$ cat src/rtl/ptp_pkg.sv
package ptp_pkg;

  localparam int MaxBandsDefault = 8;
  localparam logic [31:0] LockTimeoutReset = 32'd1000;
  localparam logic [31:0] PollStepMs = 32'd50;
  localparam logic [7:0] AuxCtrlMask = 8'h18;
  localparam logic [7:0] StopCtrlMask = 8'h01;
  localparam int LockBit = 6;

  localparam logic [2:0] OpLoad  = 3'd0;
  localparam logic [2:0] OpTune  = 3'd1;
  localparam logic [2:0] OpStart = 3'd2;
  localparam logic [2:0] OpPoll  = 3'd3;
  localparam logic [2:0] OpStop  = 3'd4;

  localparam logic [2:0] StOk      = 3'd0;
  localparam logic [2:0] StRange   = 3'd1;
  localparam logic [2:0] StNoConf  = 3'd2;
  localparam logic [2:0] StWait    = 3'd3;
  localparam logic [2:0] StTimeout = 3'd4;
  localparam logic [2:0] StIgnored = 3'd5;

  localparam logic [1:0] CfgIf      = 2'd0;
  localparam logic [1:0] CfgBands   = 2'd1;
  localparam logic [1:0] CfgTimeout = 2'd2;
  localparam logic [1:0] CfgAuxSkip = 2'd3;

  typedef enum logic [1:0] {
    ModeUnconf = 2'd0,
    ModeConf   = 2'd1,
    ModeLocked = 2'd2
  } mode_t;

  // Commands from the controller to the datapath.
  typedef struct packed {
    logic load_band;
    logic search_init;
    logic search_step;
    logic div_init;
    logic div_step;
    logic store_cmd;
    logic clear_elapsed;
    logic add_elapsed;
  } dp_cmd_t;

  // Status from the datapath to the controller.
  typedef struct packed {
    logic index_ok;
    logic search_hit;
    logic search_done;
    logic div_done;
    logic aux_skip;
    logic timeout_hit;
  } dp_status_t;

endpackage

$ cat src/rtl/pll_tuner_programmer_top.sv
// Load band, poll and other single reports give their result in the cycle after acceptance,
// and such commands can be accepted on every cycle.
// Tune examines the bands in table order and reports out of range when none fits; on a hit it
// divides IF plus tuning frequency by the band step bit-serially, stores the command and reports.
// Start emits up to 7 results and stop 3, one per cycle; busy drops in the final result cycle.
// Synchronous reset clears mode, lock wait, elapsed time and registers, not the band table.
module pll_tuner_programmer_top
  import ptp_pkg::*;
#(
  parameter int MAX_BANDS = MaxBandsDefault
) (
  input  logic        clk,
  input  logic        rst,
  input  logic        start,
  output logic        busy,
  input  logic        cfg_we,
  input  logic [1:0]  cfg_index,
  input  logic [31:0] cfg_data,
  input  logic [2:0]  op,
  input  logic [2:0]  band_index,
  input  logic [31:0] band_min_hz,
  input  logic [31:0] band_max_hz,
  input  logic [31:0] band_step_hz,
  input  logic [7:0]  band_control,
  input  logic [7:0]  band_switch,
  input  logic [7:0]  band_aux,
  input  logic [31:0] tune_frequency_hz,
  input  logic [7:0]  status_value,
  output logic        strobe,
  output logic        kind,
  output logic [7:0]  bus_byte,
  output logic        frame_end,
  output logic [2:0]  status_code,
  output logic        last
);

  dp_cmd_t    cmd;
  dp_status_t status;
  logic [7:0] cmd_byte [5];

  ptp_datapath #(.MAX_BANDS(MAX_BANDS)) u_datapath (
    .clk, .rst,
    .cfg_write(cfg_we), .cfg_index, .cfg_data,
    .band_index, .band_min_hz, .band_max_hz, .band_step_hz,
    .band_control, .band_switch, .band_aux, .tune_frequency_hz,
    .cmd, .status, .cmd_byte
  );

  ptp_controller u_controller (
    .clk, .rst, .start, .op,
    .status_value, .status, .cmd_byte,
    .busy, .cmd, .strobe, .kind, .bus_byte, .frame_end, .status_code, .last
  );

endmodule

$ cat src/rtl/ptp_datapath.sv
module ptp_datapath
  import ptp_pkg::*;
#(
  parameter int MAX_BANDS = MaxBandsDefault
) (
  input  logic              clk,
  input  logic              rst,
  input  logic              cfg_write,
  input  logic [1:0]        cfg_index,
  input  logic [31:0]       cfg_data,
  input  logic [2:0]        band_index,
  input  logic [31:0]       band_min_hz,
  input  logic [31:0]       band_max_hz,
  input  logic [31:0]       band_step_hz,
  input  logic [7:0]        band_control,
  input  logic [7:0]        band_switch,
  input  logic [7:0]        band_aux,
  input  logic [31:0]       tune_frequency_hz,
  input  dp_cmd_t           cmd,
  output dp_status_t        status,
  output logic [7:0]        cmd_byte [5]
);

  localparam int IdxW = (MAX_BANDS > 1) ? $clog2(MAX_BANDS) : 1;
  localparam int CntW = $clog2(MAX_BANDS + 1);

  logic [31:0] if_freq;
  logic [3:0]  bands_in_use;
  logic [31:0] lock_timeout;
  logic [7:0]  aux_skip;

  logic [31:0] low_mem  [MAX_BANDS];
  logic [31:0] high_mem [MAX_BANDS];
  logic [31:0] step_mem [MAX_BANDS];
  logic [23:0] byte_mem [MAX_BANDS];

  logic [IdxW-1:0] wr_idx;
  logic        index_ok;
  logic [CntW-1:0] search_idx;
  logic [CntW-1:0] search_count;
  logic [31:0] freq;
  logic [31:0] rd_low, rd_high, rd_step;
  logic [23:0] rd_bytes;
  logic        rd_valid;
  logic [31:0] hit_step;
  logic [23:0] hit_bytes;

  logic [31:0] quot;
  logic [31:0] rem;
  logic [5:0]  div_count;
  logic [31:0] elapsed;
  logic [32:0] trial;
  logic [32:0] elapsed_sum;

  assign wr_idx = IdxW'(band_index);
  assign index_ok = ({29'd0, band_index} < MAX_BANDS);

  always_ff @(posedge clk) begin
    if (rst) begin
      if_freq <= '0;
      bands_in_use <= '0;
      lock_timeout <= LockTimeoutReset;
      aux_skip <= '0;
    end else if (cfg_write) begin
      case (cfg_index)
        CfgIf:      if_freq <= cfg_data;
        CfgBands:   bands_in_use <= cfg_data[3:0];
        CfgTimeout: lock_timeout <= cfg_data;
        CfgAuxSkip: aux_skip <= cfg_data[7:0];
        default: ;
      endcase
    end
  end

  always_ff @(posedge clk) begin
    if (cmd.load_band && index_ok) begin
      low_mem[wr_idx]  <= band_min_hz;
      high_mem[wr_idx] <= band_max_hz;
      step_mem[wr_idx] <= band_step_hz;
      byte_mem[wr_idx] <= {band_aux, band_switch, band_control};
    end
  end

  always_ff @(posedge clk) begin
    rd_low   <= low_mem[search_idx[IdxW-1:0]];
    rd_high  <= high_mem[search_idx[IdxW-1:0]];
    rd_step  <= step_mem[search_idx[IdxW-1:0]];
    rd_bytes <= byte_mem[search_idx[IdxW-1:0]];
  end

  assign trial = {rem[31:0], quot[31]} - {1'b0, hit_step};
  assign elapsed_sum = {1'b0, elapsed} + {1'b0, PollStepMs};

  always_ff @(posedge clk) begin
    if (rst) begin
      search_idx <= '0;
      rd_valid <= 1'b0;
      elapsed <= '0;
      div_count <= '0;
    end else begin
      if (cmd.search_init) begin
        search_idx <= '0;
        rd_valid <= 1'b0;
        freq <= tune_frequency_hz;
        if ({28'd0, bands_in_use} > MAX_BANDS) begin
          search_count <= CntW'(MAX_BANDS);
        end else begin
          search_count <= CntW'(bands_in_use);
        end
      end else if (cmd.search_step) begin
        if (!rd_valid) begin
          rd_valid <= 1'b1;
        end else begin
          search_idx <= search_idx + 1'b1;
          rd_valid <= 1'b0;
          hit_step <= rd_step;
          hit_bytes <= rd_bytes;
        end
      end
      if (cmd.div_init) begin
        quot <= if_freq + freq;
        rem <= '0;
        div_count <= '0;
      end else if (cmd.div_step) begin
        if (!trial[32]) begin
          rem <= trial[31:0];
          quot <= {quot[30:0], 1'b1};
        end else begin
          rem <= {rem[30:0], quot[31]};
          quot <= {quot[30:0], 1'b0};
        end
        div_count <= div_count + 1'b1;
      end
      if (cmd.clear_elapsed) begin
        elapsed <= '0;
      end else if (cmd.add_elapsed) begin
        elapsed <= elapsed_sum[32] ? 32'hFFFF_FFFF : elapsed_sum[31:0];
      end
    end
  end

  always_ff @(posedge clk) begin
    if (cmd.store_cmd) begin
      if (hit_step == '0) begin
        cmd_byte[0] <= 8'hFF;
        cmd_byte[1] <= 8'hFF;
      end else begin
        cmd_byte[0] <= quot[15:8];
        cmd_byte[1] <= quot[7:0];
      end
      cmd_byte[2] <= hit_bytes[7:0];
      cmd_byte[3] <= hit_bytes[15:8];
      cmd_byte[4] <= hit_bytes[23:16];
    end
  end

  logic [31:0] elapsed_new;
  assign elapsed_new = elapsed_sum[32] ? 32'hFFFF_FFFF : elapsed_sum[31:0];

  assign status.index_ok    = index_ok;
  assign status.search_hit  = rd_valid && (rd_low <= freq) && (rd_high >= freq);
  assign status.search_done = rd_valid ? 1'b0 : (search_idx >= search_count);
  assign status.div_done    = (div_count == 6'd32);
  assign status.aux_skip    = (cmd_byte[4] == aux_skip);
  assign status.timeout_hit = (elapsed_new >= lock_timeout);

endmodule

$ cat src/rtl/ptp_controller.sv
module ptp_controller
  import ptp_pkg::*;
(
  input  logic        clk,
  input  logic        rst,
  input  logic        start,
  input  logic [2:0]  op,
  input  logic [7:0]  status_value,
  input  dp_status_t  status,
  input  logic [7:0]  cmd_byte [5],
  output logic        busy,
  output dp_cmd_t     cmd,
  output logic        strobe,
  output logic        kind,
  output logic [7:0]  bus_byte,
  output logic        frame_end,
  output logic [2:0]  status_code,
  output logic        last
);

  typedef enum logic [2:0] {
    SIdle, SSearch, SDivide, SStore, SEmit
  } state_t;

  state_t state;
  mode_t  mode;
  logic   waiting;
  logic [2:0] seq_pos;
  logic [2:0] seq_len;
  logic [2:0] final_code;
  logic       from_start;

  assign busy = (state != SIdle);

  always_comb begin
    cmd = '0;
    cmd.load_band     = (state == SIdle) && start && (op == OpLoad);
    cmd.search_init   = (state == SIdle) && start && (op == OpTune);
    cmd.search_step   = (state == SSearch) && !status.search_hit && !status.search_done;
    cmd.div_init      = (state == SSearch) && status.search_hit;
    cmd.div_step      = (state == SDivide) && !status.div_done;
    cmd.store_cmd     = (state == SStore);
    cmd.clear_elapsed = (state == SIdle) && start && (op == OpStart) && (mode == ModeConf);
    cmd.add_elapsed   = (state == SIdle) && start && (op == OpPoll) && waiting &&
                        !status_value[LockBit];
    if (status.search_hit) cmd.search_step = 1'b1;
  end

  always_ff @(posedge clk) begin
    if (rst) begin
      state <= SIdle;
      mode <= ModeUnconf;
      waiting <= 1'b0;
      strobe <= 1'b0;
      kind <= 1'b0;
      bus_byte <= '0;
      frame_end <= 1'b0;
      status_code <= '0;
      last <= 1'b0;
      seq_pos <= '0;
      seq_len <= '0;
      final_code <= '0;
      from_start <= 1'b0;
    end else begin
      strobe <= 1'b0;
      kind <= 1'b1;
      bus_byte <= '0;
      frame_end <= 1'b0;
      status_code <= '0;
      last <= 1'b0;
      case (state)
        SIdle: begin
          if (start) begin
            case (op)
              OpLoad: begin
                strobe <= 1'b1;
                last <= 1'b1;
                status_code <= status.index_ok ? StOk : StIgnored;
              end
              OpTune: state <= SSearch;
              OpStart: begin
                if (mode == ModeUnconf || mode == ModeLocked) begin
                  strobe <= 1'b1;
                  last <= 1'b1;
                  status_code <= (mode == ModeUnconf) ? StNoConf : StOk;
                end else begin
                  waiting <= 1'b1;
                  from_start <= 1'b1;
                  seq_pos <= status.aux_skip ? 3'd2 : 3'd0;
                  seq_len <= 3'd6;
                  final_code <= StWait;
                  state <= SEmit;
                end
              end
              OpPoll: begin
                strobe <= 1'b1;
                last <= 1'b1;
                if (!waiting) begin
                  status_code <= StIgnored;
                end else if (status_value[LockBit]) begin
                  mode <= ModeLocked;
                  waiting <= 1'b0;
                  status_code <= StOk;
                end else if (status.timeout_hit) begin
                  waiting <= 1'b0;
                  status_code <= StTimeout;
                end else begin
                  status_code <= StWait;
                end
              end
              OpStop: begin
                if (mode == ModeUnconf) begin
                  strobe <= 1'b1;
                  last <= 1'b1;
                  status_code <= StIgnored;
                end else begin
                  mode <= ModeUnconf;
                  waiting <= 1'b0;
                  from_start <= 1'b0;
                  seq_pos <= '0;
                  seq_len <= 3'd2;
                  final_code <= StOk;
                  state <= SEmit;
                end
              end
              default: begin
                strobe <= 1'b1;
                last <= 1'b1;
                status_code <= StIgnored;
              end
            endcase
          end
        end
        SSearch: begin
          if (status.search_hit) begin
            state <= SDivide;
          end else if (status.search_done) begin
            strobe <= 1'b1;
            last <= 1'b1;
            status_code <= StRange;
            state <= SIdle;
          end
        end
        SDivide: begin
          if (status.div_done) state <= SStore;
        end
        SStore: begin
          mode <= ModeConf;
          waiting <= 1'b0;
          strobe <= 1'b1;
          last <= 1'b1;
          status_code <= StOk;
          state <= SIdle;
        end
        SEmit: begin
          strobe <= 1'b1;
          if (seq_pos == seq_len) begin
            last <= 1'b1;
            status_code <= final_code;
            state <= SIdle;
          end else begin
            kind <= 1'b0;
            seq_pos <= seq_pos + 1'b1;
            if (from_start) begin
              case (seq_pos)
                3'd0: bus_byte <= cmd_byte[2] | AuxCtrlMask;
                3'd1: begin bus_byte <= cmd_byte[4]; frame_end <= 1'b1; end
                3'd2: bus_byte <= cmd_byte[0];
                3'd3: bus_byte <= cmd_byte[1];
                3'd4: bus_byte <= cmd_byte[2];
                default: begin bus_byte <= cmd_byte[3]; frame_end <= 1'b1; end
              endcase
            end else begin
              if (seq_pos == 3'd0) begin
                bus_byte <= cmd_byte[2] | StopCtrlMask;
              end else begin
                bus_byte <= cmd_byte[3];
                frame_end <= 1'b1;
              end
            end
          end
        end
        default: state <= SIdle;
      endcase
    end
  end

endmodule

$ cat config.mk
export PLATFORM = sky130hd
export DESIGN_NAME = pll_tuner_programmer_top
export DESIGN_NICKNAME = d
export VERILOG_FILES = /design/src/rtl/ptp_pkg.sv /design/src/rtl/pll_tuner_programmer_top.sv /design/src/rtl/ptp_datapath.sv /design/src/rtl/ptp_controller.sv
export SDC_FILE = /design/constraint.sdc
export NUM_CORES = 2
export LEC_CHECK = 0
export BUFFER_PORTS_ARGS = -buffer_cell sky130_fd_sc_hd__buf_4
export CAP_MARGIN = 30
export CELL_PAD_IN_SITES_DETAIL_PLACEMENT = 1
export CELL_PAD_IN_SITES_GLOBAL_PLACEMENT = 1
export CORE_MARGIN = 2
export CORE_UTILIZATION = 38
export CTS_CLUSTER_DIAMETER = 40
export DETAILED_ROUTE_END_ITERATION = 8
export MAX_ROUTING_LAYER = met4
export PLACE_DENSITY_LB_ADDON = 0.15
export SETUP_SLACK_MARGIN = 0.5
export SLEW_MARGIN = 20
export SYNTH_ARGS = -nofsm -noshare
export SYNTH_HDL_FRONTEND = slang
export SYNTH_SLANG_ARGS = --single-unit
$ cat constraint.sdc
create_clock -name clk -period 12.2 [get_ports clk]
set_input_delay 2.44 -clock clk [delete_from_list [all_inputs] [get_ports clk]]
set_output_delay 2.44 -clock clk [all_outputs]
set_load 0.005 [all_outputs]
==> impl_metrics.ini <==
[status]
status = complete, no violations

[synth]
synth_edf_count = 1156
synth_top_flop_cell = edfxtp_1
synth_compound_area_share_pct = 5.491
synth_nets = 3897
syn_avg_cell_area_um2 = 16.40
yosysSeqAreaShare_pct = 69.36
ys_ff_latch = 1421
yosysMostFrequentCell = edfxtp_1
synth_top_family_by_area = multiplexers
yosysTopAreaCellShare_pct = 60.17
synth_cell_types = 76
synth.area.top_cells = edfxtp_1 (60%), mux4_2 (9.4%), dfxtp_1 (9.2%), ha_1 (3.7%), mux2_2 (2.8%)
syn_area_mm2 = 0.05770
synthArstFlopShare_pct = 0
yosysWarnings = 0
synthMuxAreaShare_pct = 12.85
synth_largest_area_cell = edfxtp_1
synth_fa_ha_area_share_pct = 3.799
synthCells = 3519
synthSimpleGateAreaFrac_pct = 5.294
yosys-top-cells-count = edfxtp_1 (1156), dfxtp_1 (265), mux4_2 (240)
synthXorXnorAreaFrac_pct = 1.338

[worst_setup_path]
path_class = in -> reg
cpPeakStageDelay_ps = 700
cp_max_fo = 43
crit_slowest_cell = nor2_4
cp-end-kind = flip-flop
reg2reg_from = u_datapath.elapsed[3]
crit_path_start_kind = input pin
crit_buf_inv = 3
critPathTopFamily = simple AND/OR/NAND/NOR gates
critical_path.startpoint = op[1]
cp_cell_sequence = buf_4 > or2_2 > nor3_1 > nand2_1 > nor2_4 > buf_4 > buf_4
worstPathRequired_ps = 12640
crit_top_cell = buf_4
worst_ep_arrival_time_ps = 5990

[pwr]
swShare_pct = 21.37
p_sw_mw = 2.528
cellLeakagePower_nw = 24.05
p_seq_share_pct = 44.6
powerDensity_mw_per_mm2 = 170.3
ir_drop_v = 0.0001268
comb_power_share_pct = 2.1
power_frac_clock_pct = 53.3
p_int_mw = 9.301

[clocking]
cts-root-buf = clkbuf_16
cts_resized = 0
cts_max_path_buffers = 3
cts_buffers = 214
clkLatencyLatePin_ps = 820
cts_tree = built
post_cts_buffers = 0
cts_max_level = 4
cts_sinks = 1421
cts.clk_slew.worst_paths_ps = 60
postCtsHoldBufs = 0

[grt]
use_met3_pct = 3.939
grt_use_met2_pct = 29.87
grt_max_degree = 96
gr-total-overflow = 0
gr-usage-all-layers_pct = 19.84
grt_util_met1_pct = 27.12
busiest_layer = met2
first_global_vias = 33504
antenna_found_initial = 12
grt_pass1_wl_um = 221900

[sta]
rsz0062_at_grt = no
slew_headroom_pct = 35.71
finalSetupTns_ps = 0
period_needed_ps = 5556
final_hold_viol_count = 0
finalClockSkew_ps = 44.98
max_freq_mhz = 180.0
fin_hold_ws_ps = 396.7
slew_viol_final = 0
fin_crit_sh_pct = 45.54
final-setup-viol-count = 0
worstMarginPinSlew_ps = 964.3

[run]
drv_cap = 0

[routing]
vias_per_cell = 5.194
drc = 0
first_pass_iters = 5
antenna_left = 0
num_vias = 31547
drt_iter0_markers = 1921
routedWlPerCell_um = 24.59
routed_wl_um = 149300

[floorplanning]
io_pins = 220
coreArea_mm2 = 0.1503
start_util_pct = 38.39
fp.dieW_um = 393.7
die_h_um = 393.7
dieArea_mm2 = 0.1550
placementRows = 142

[layout]
area_growth_pct = 20.40
num-fill-cells = 14540
final_layout_size_suffix_gt1_share_pct = 26.62
nets = 4232

[placement]
post-dp-hpwl_um = 93140
gp_congestion = 0.8333
io_buffers = 212

[hold_path]
hold_class = reg -> reg
min_from = u_datapath.rd_bytes[18]
==> layout make-up <==
| type | instances | area [um2] | share of cell area, % |
|---|---|---|---|
| Clock inverter | 151 | 1790 | 2.577 |
| Multi-Input combinational cell | 1818 | 16710 | 24.05 |
| Inverter | 137 | 514.2 | 0.7403 |
| Antenna cell | 12 | 30.03 | 0.04323 |
| Sequential cell | 1421 | 40030 | 57.62 |
| Tap cell | 2016 | 2522 | 3.631 |
| Timing Repair Buffer | 262 | 2151 | 3.096 |
| Clock buffer | 257 | 5723 | 8.238 |
==> sequential cells by signal (all words and copies together) (netlist names), 40 cells and up <==
name,cells
u_datapath.low_mem,256
u_datapath.byte_mem,192
u_datapath.step_mem,256
u_datapath.high_mem,256
u_datapath.cmd_byte,40
==> logic make-up (layout without fill, tap and decap cells) <==
logic type      after synthesis  after routing
flops                      1421           1421
fa+ha+maj                   174            174
buf+inv                     280            807
mux                         423            423
other cells                   0             12
xor+xnor                     86             86
compound gates              494            494
simple gates                641            641
==> power by group through the flow <==
stage / clock [mW] / combinational (mW) / sequential [mW]
floorplan: 0 / 0.100 / 5.37
global placement: 0 / 0.242 / 5.37
detailed placement: 0 / 0.248 / 5.37
CTS: 6.45 / 0.249 / 5.27
global route: 6.65 / 0.271 / 5.27
finish: 6.31 / 0.246 / 5.27
==> final timing paths <==
kind                                               endpoint  cells past startpoint  slack (ps)
worst max-delay path              u_datapath.low_mem[3][28]                      7        6640
worst min-delay path               u_datapath.hit_bytes[18]                      0         400
worst max register to register  u_controller.status_code[1]                     18        6870
worst min register to register     u_datapath.hit_bytes[18]                      0         400
==> per-layer routing <==
| layer | routed length [um] | share of wire, % |
|---|---|---|
| met1 | 69600 | 47 |
| met2 | 68790 | 46 |
| met3 | 6998 | 4.7 |
| met4 | 3954 | 2.6 |
| met5 | 0 | 0 |
==> layout by cell type, fill, tap and decap left out, types with 10 or more instances in the layout <==
master,count
o21ai_0,85
clkbuf_1,28
clkinv_1,12
clkbuf_16,219
a211oi_1,40
a21oi_1,188
xnor2_1,57
dfxtp_1,262
xor2_1,28
and3_1,22
mux2i_1,41
nand3b_1,11
and2_1,10
nand2b_1,27
inv_6,31
buf_4,249
diode_2,12
edfxtp_1,1156
bufinv_16,26
nor2b_1,36
nand3_1,33
mux4_2,240
or2_2,24
clkinv_4,17
nor2_1,132
or3_1,10
ha_1,172
a21o_1,55
mux2_2,142
clkinv_2,31
clkinvlp_4,20
clkbuf_8,10
nand4_1,28
nor4_1,19
o21a_1,16
inv_1,136
nor3_1,25
a211o_1,11
nand2_1,232
a311oi_1,19
==> per-stage QoR <==
step	std cells	util (%)	instance area [um2]	worst slack (ps)	power [mW]
2_1_floorplan	3519	-	57710	3312	5.470
3_3_place_gp	5646	41.09	61760	5518	5.615
3_5_place_dp	5651	41.15	61850	5476	5.622
4_1_cts	6059	46.15	69360	6367	11.98
5_1_grt	6070	46.21	69460	6474	12.19
6_report	6074	46.22	69470	6644	11.83
(Power assumes the default switching activity.)
